## src/psrh_pkg.sv

```systemverilog
// Package for the per-second rate history block.
// Item types, ring geometry and controller command/status structs; no dependencies.
package psrh_pkg;

  localparam int LIST_SIZE = 64;
  localparam int SLOT_W    = $clog2(LIST_SIZE);
  localparam int CNT_W     = $clog2(LIST_SIZE);
  localparam int RATE_W    = 31;
  localparam int SEC_W     = 32;
  localparam int AMT_W     = 16;

  localparam logic [RATE_W-1:0] RATE_MAX = {RATE_W{1'b1}};
  localparam logic [CNT_W-1:0]  N_MAX    = CNT_W'(LIST_SIZE - 1);

  localparam logic OP_ADD   = 1'b0;
  localparam logic OP_QUERY = 1'b1;

  typedef struct packed {
    logic              operation;
    logic [SEC_W-1:0]  now_seconds;
    logic [AMT_W-1:0]  amount;
  } req_t;

  typedef struct packed {
    logic [RATE_W-1:0] rate;
    logic              last;
  } rsp_t;

  typedef struct packed {
    logic [SEC_W-1:0]  second;
    logic [RATE_W-1:0] count;
  } slot_t;

  localparam int SLOT_BITS = $bits(slot_t);

  typedef struct packed {
    logic load;
    logic rd_en;
    logic rd_next;
    logic wr_en;
    logic emit;
  } cmd_t;

  typedef struct packed {
    logic add_go;
    logic query_go;
    logic last_pending;
    logic out_free;
  } sts_t;

endpackage

```

## src/psrh_ctrl.sv

```systemverilog
// Controller for the rate history: sequences add read-modify-write and query streaming.
// Uses psrh_pkg command and status structs.
module psrh_ctrl (
  input  logic           clk,
  input  logic           rst,
  input  logic           req_valid,
  output logic           req_ready,
  input  psrh_pkg::sts_t sts,
  output psrh_pkg::cmd_t cmd
);
  import psrh_pkg::*;

  localparam logic [1:0] S_IDLE = 2'd0;
  localparam logic [1:0] S_ADD  = 2'd1;
  localparam logic [1:0] S_QRY  = 2'd2;

  logic [1:0] state;
  logic [1:0] state_next;

  always_comb begin
    cmd        = '0;
    state_next = state;
    req_ready  = 1'b0;
    unique case (state)
      S_IDLE: begin
        req_ready = 1'b1;
        if (req_valid && (sts.add_go || sts.query_go)) begin
          cmd.load   = 1'b1;
          cmd.rd_en  = 1'b1;
          state_next = sts.add_go ? S_ADD : S_QRY;
        end
      end
      S_ADD: begin
        cmd.wr_en  = 1'b1;
        state_next = S_IDLE;
      end
      S_QRY: begin
        if (sts.out_free) begin
          cmd.emit = 1'b1;
          if (sts.last_pending) begin
            state_next = S_IDLE;
          end else begin
            cmd.rd_en   = 1'b1;
            cmd.rd_next = 1'b1;
          end
        end
      end
      default: begin
        state_next = S_IDLE;
      end
    endcase
  end

  always_ff @(posedge clk) begin
    if (rst) begin
      state <= S_IDLE;
    end else begin
      state <= state_next;
    end
  end

endmodule

```

## config.mk

```make
export PLATFORM = sky130hd
export DESIGN_NAME = psrh_ctrl
export DESIGN_NICKNAME = d
export VERILOG_FILES = /design/src/psrh_pkg.sv /design/src/psrh_ctrl.sv
export SDC_FILE = /design/constraint.sdc
export NUM_CORES = 1
export LEC_CHECK = 0
export ABC_AREA = 1
export BUFFER_PORTS_ARGS = -buffer_cell sky130_fd_sc_hd__buf_2
export CAP_MARGIN = 20
export CORE_AREA = 2 2 39 41
export DETAILED_ROUTE_END_ITERATION = 7
export DIE_AREA = 0 0 41 43
export PLACE_DENSITY = 0.32
export SLEW_MARGIN = 20
export SYNTH_ARGS = -nofsm -noshare
export SYNTH_HDL_FRONTEND = slang
export SYNTH_SLANG_ARGS = --single-unit
```

## constraint.sdc

```tcl
create_clock -name clk -period 1.1 [get_ports clk]
set_clock_uncertainty 0.05 [all_clocks]
set_input_delay 0.275 -clock clk [delete_from_list [all_inputs] [get_ports clk]]
set_output_delay 0.275 -clock clk [all_outputs]
set_load 0.01 [all_outputs]
```

==> metrics <==
outcome complete, but fails checks; failing checks setup timing; layout cells sized above 1 around 70%; Vias/cell about 3.7; routed via count roughly 230; die width a little over 40 um; top post-synthesis cells by area dfxtp_1, inv_1, nand2_1; largest family of logic cells by synthesized area simple AND/OR/NAND/NOR gates; H-Tree Depth 1; largest register by flop count state; Peak VDD IR approximately 0.25 mV; max frequency 0.751 GHz; Post-synth ARST share 0%; Max-slew headroom approximately 90%; Synth Area in Simple Gates 49.6%; Port-buffer cells 12; Max-Cap Viols 0; pin count of the biggest net entering global routing 4; IO Pins 13; max reg flops 2; Hold Crit Class primary input to flop; highest metal used met4; critical path class flop to primary output; row count 14; Die Y 43 um; clk sinks 2; ys flop type dfxtp_1; clock-pin slew on the worst setup and hold paths 0.03 ns; filler instances 174; Distinct cells, synth 11; Cells after Synth 25; adder-cell area share of the yosys netlist 0%; area of the multi-input gates around 110 um^2; FF/Latch Area around 43 um^2; Clk Latency, worst-skew pair between 0.2 and 0.25 ns; GP Congestion about 0.65; final setup fails 6; complex-gate fraction of the synthesized area between 5 and 6%; type of origin of the critical path flop; Hold Fails Final Rpt 0; TritonCTS Buffers 3; met3 routed WL 38 um; final design utilization about a quarter; Met2 Wirelength 244 um; Nets 55; RSZ-0062 raised after global routing yes; pwr dens around 1100 nW/um^2; Top Registers state (2); Layout area overhead 128%; CP endpoint kind primary output; Post-Route Setup TNS -0.900 ns; final worst setup slack -0.231 ns; post-layout min period about 1.3 ns; core area around 1400 um^2; Synth top cells by count inv_1, nand2_1, nor2_1, dfxtp_1, nor2_2; Yosys warnings 0; syn_area_per_cell ~5.9 um^2; #FFs+latches synth 2; CTS tree built; DRT iter0 DRCs 0; area fraction of the dominant cell type after synthesis around 27%; Pleak about 0.19 nW; Yosys top cell by area dfxtp_1; Final Cycle Share 121%; antenna cells 0; first-pass GRT wire length between 700 and 800 um; Syn Nets 32; drt wl/cell ~7.6 um; vias in the first global route between 200 and 250; drt first pass iters 1; max-slew violations 0; Critical Path Fanout Max 3; total global routing overflow 0; WP data required about 0.77 ns; GRT Total Usage under 10%; Worst-Margin Slew roughly 0.16 ns; Root Driver clkbuf_4; arrival time worst endpoint slightly above 1 ns; post-DP HPWL 360 um; Post-synth EDFFs 0; WL met1 between 150 and 200 um; Final ANT Viol Nets 0; post-synthesis mux area share 0%; Die ar. between 1500 and 2000 um^2; Final Power approximately 0.35 mW; # DRC 0; Initial Utilization a little over a tenth; Post-Syn Area 146 um^2; post-synthesis sequential area ratio a little over a quarter; initial antenna violation count 0; CTS Buffer Depth 2; DRT Wirelength ~470 um; XOR/XNOR Fraction of Synth Area 0%
-- cell type report --
| cell class | instances | area share [%] |
|---|---|---|
| timing repair buffer | 18 | 34.5 |
| inverter | 7 | 7.87 |
| tap | 16 | 5.99 |
| multi-input combinational | 16 | 32.2 |
| sequential | 2 | 12.7 |
| clock buffer | 3 | 6.74 |
-- cell families (layout without fill, tap and decap cells) --
group | after synthesis | in the layout
flops | 2 | 2
buf+inv | 7 | 28
compound gates | 1 | 1
simple gates | 15 | 15
-- path summary, 6_finish.rpt --
kind | startpoint | slack, ns | cells after the start | end
setup / recovery | state[0] | -0.23 | 4 | cmd[3]
hold / removal | rst | 0.24 | 4 | state[0]
setup reg to reg | state[1] | 0.08 | 7 | state[0]
hold reg to reg | state[0] | 0.66 | 6 | state[1]
-- report_power, final --
| part | internal, mW | total (mW) | switching [mW] | leakage (nW) |
|---|---|---|---|---|
| clock network | 0.121 | 0.170 | 0.0490 | 0.0138 |
| logic | 0.0539 | 0.102 | 0.0480 | 0.158 |
| registers | 0.0773 | 0.0815 | 0.00424 | 0.0172 |
| total | 0.252 | 0.353 | 0.101 | 0.189 |
-- what timing repair did --
item	in CTS	in global routing
buffers inserted	2	0
setup endpoints to repair	6	7
pin swaps	3	2
gates resized for setup	8	2
hold buffers	0	0
-- through the flow --
step / setup slack (ns) / area [um^2] / hold slack [ns] / std cells
2_1_floorplan: 0.0509 / 151 / 0.383 / 25
3_3_place_gp: -0.0368 / 262 / 0.485 / 57
3_5_place_dp: -0.0415 / 262 / 0.490 / 57
4_1_cts: -0.258 / 324 / 0.233 / 62
5_1_grt: -0.317 / 334 / 0.278 / 62
6_report: -0.231 / 334 / 0.242 / 62
-- critical path, stage by stage, from the launching register on --
cell and delay [ns]:
dfxtp_2 0.32, inv_2 0.06, nand2_2 0.07, o31ai_2 0.16, buf_2 0.16
-- layout by cell type, fill, tap and decap left out --
master    Yosys  final
nand2_1       6      5
nor2_4        0      1
nor2_2        2      2
nand2_2       1      2
buf_6         0      2
nor3_2        0      1
nor2_1        3      2
nand3_4       0      1
inv_2         1      2
clkbuf_4      0      3
inv_1         6      5
buf_2         0     11
o31ai_2       0      1
buf_4         0      5
nand3_1       1      1
dfxtp_2       0      2
-- per-layer routing --
metal	up-vias	global-route usage [%]
li1	116	-
met1	98	5.75
met2	11	10.3
met3	2	1.57
met4	0	10.0
met5	-	0
No activity file was read; power rests on OpenSTA's default activity.
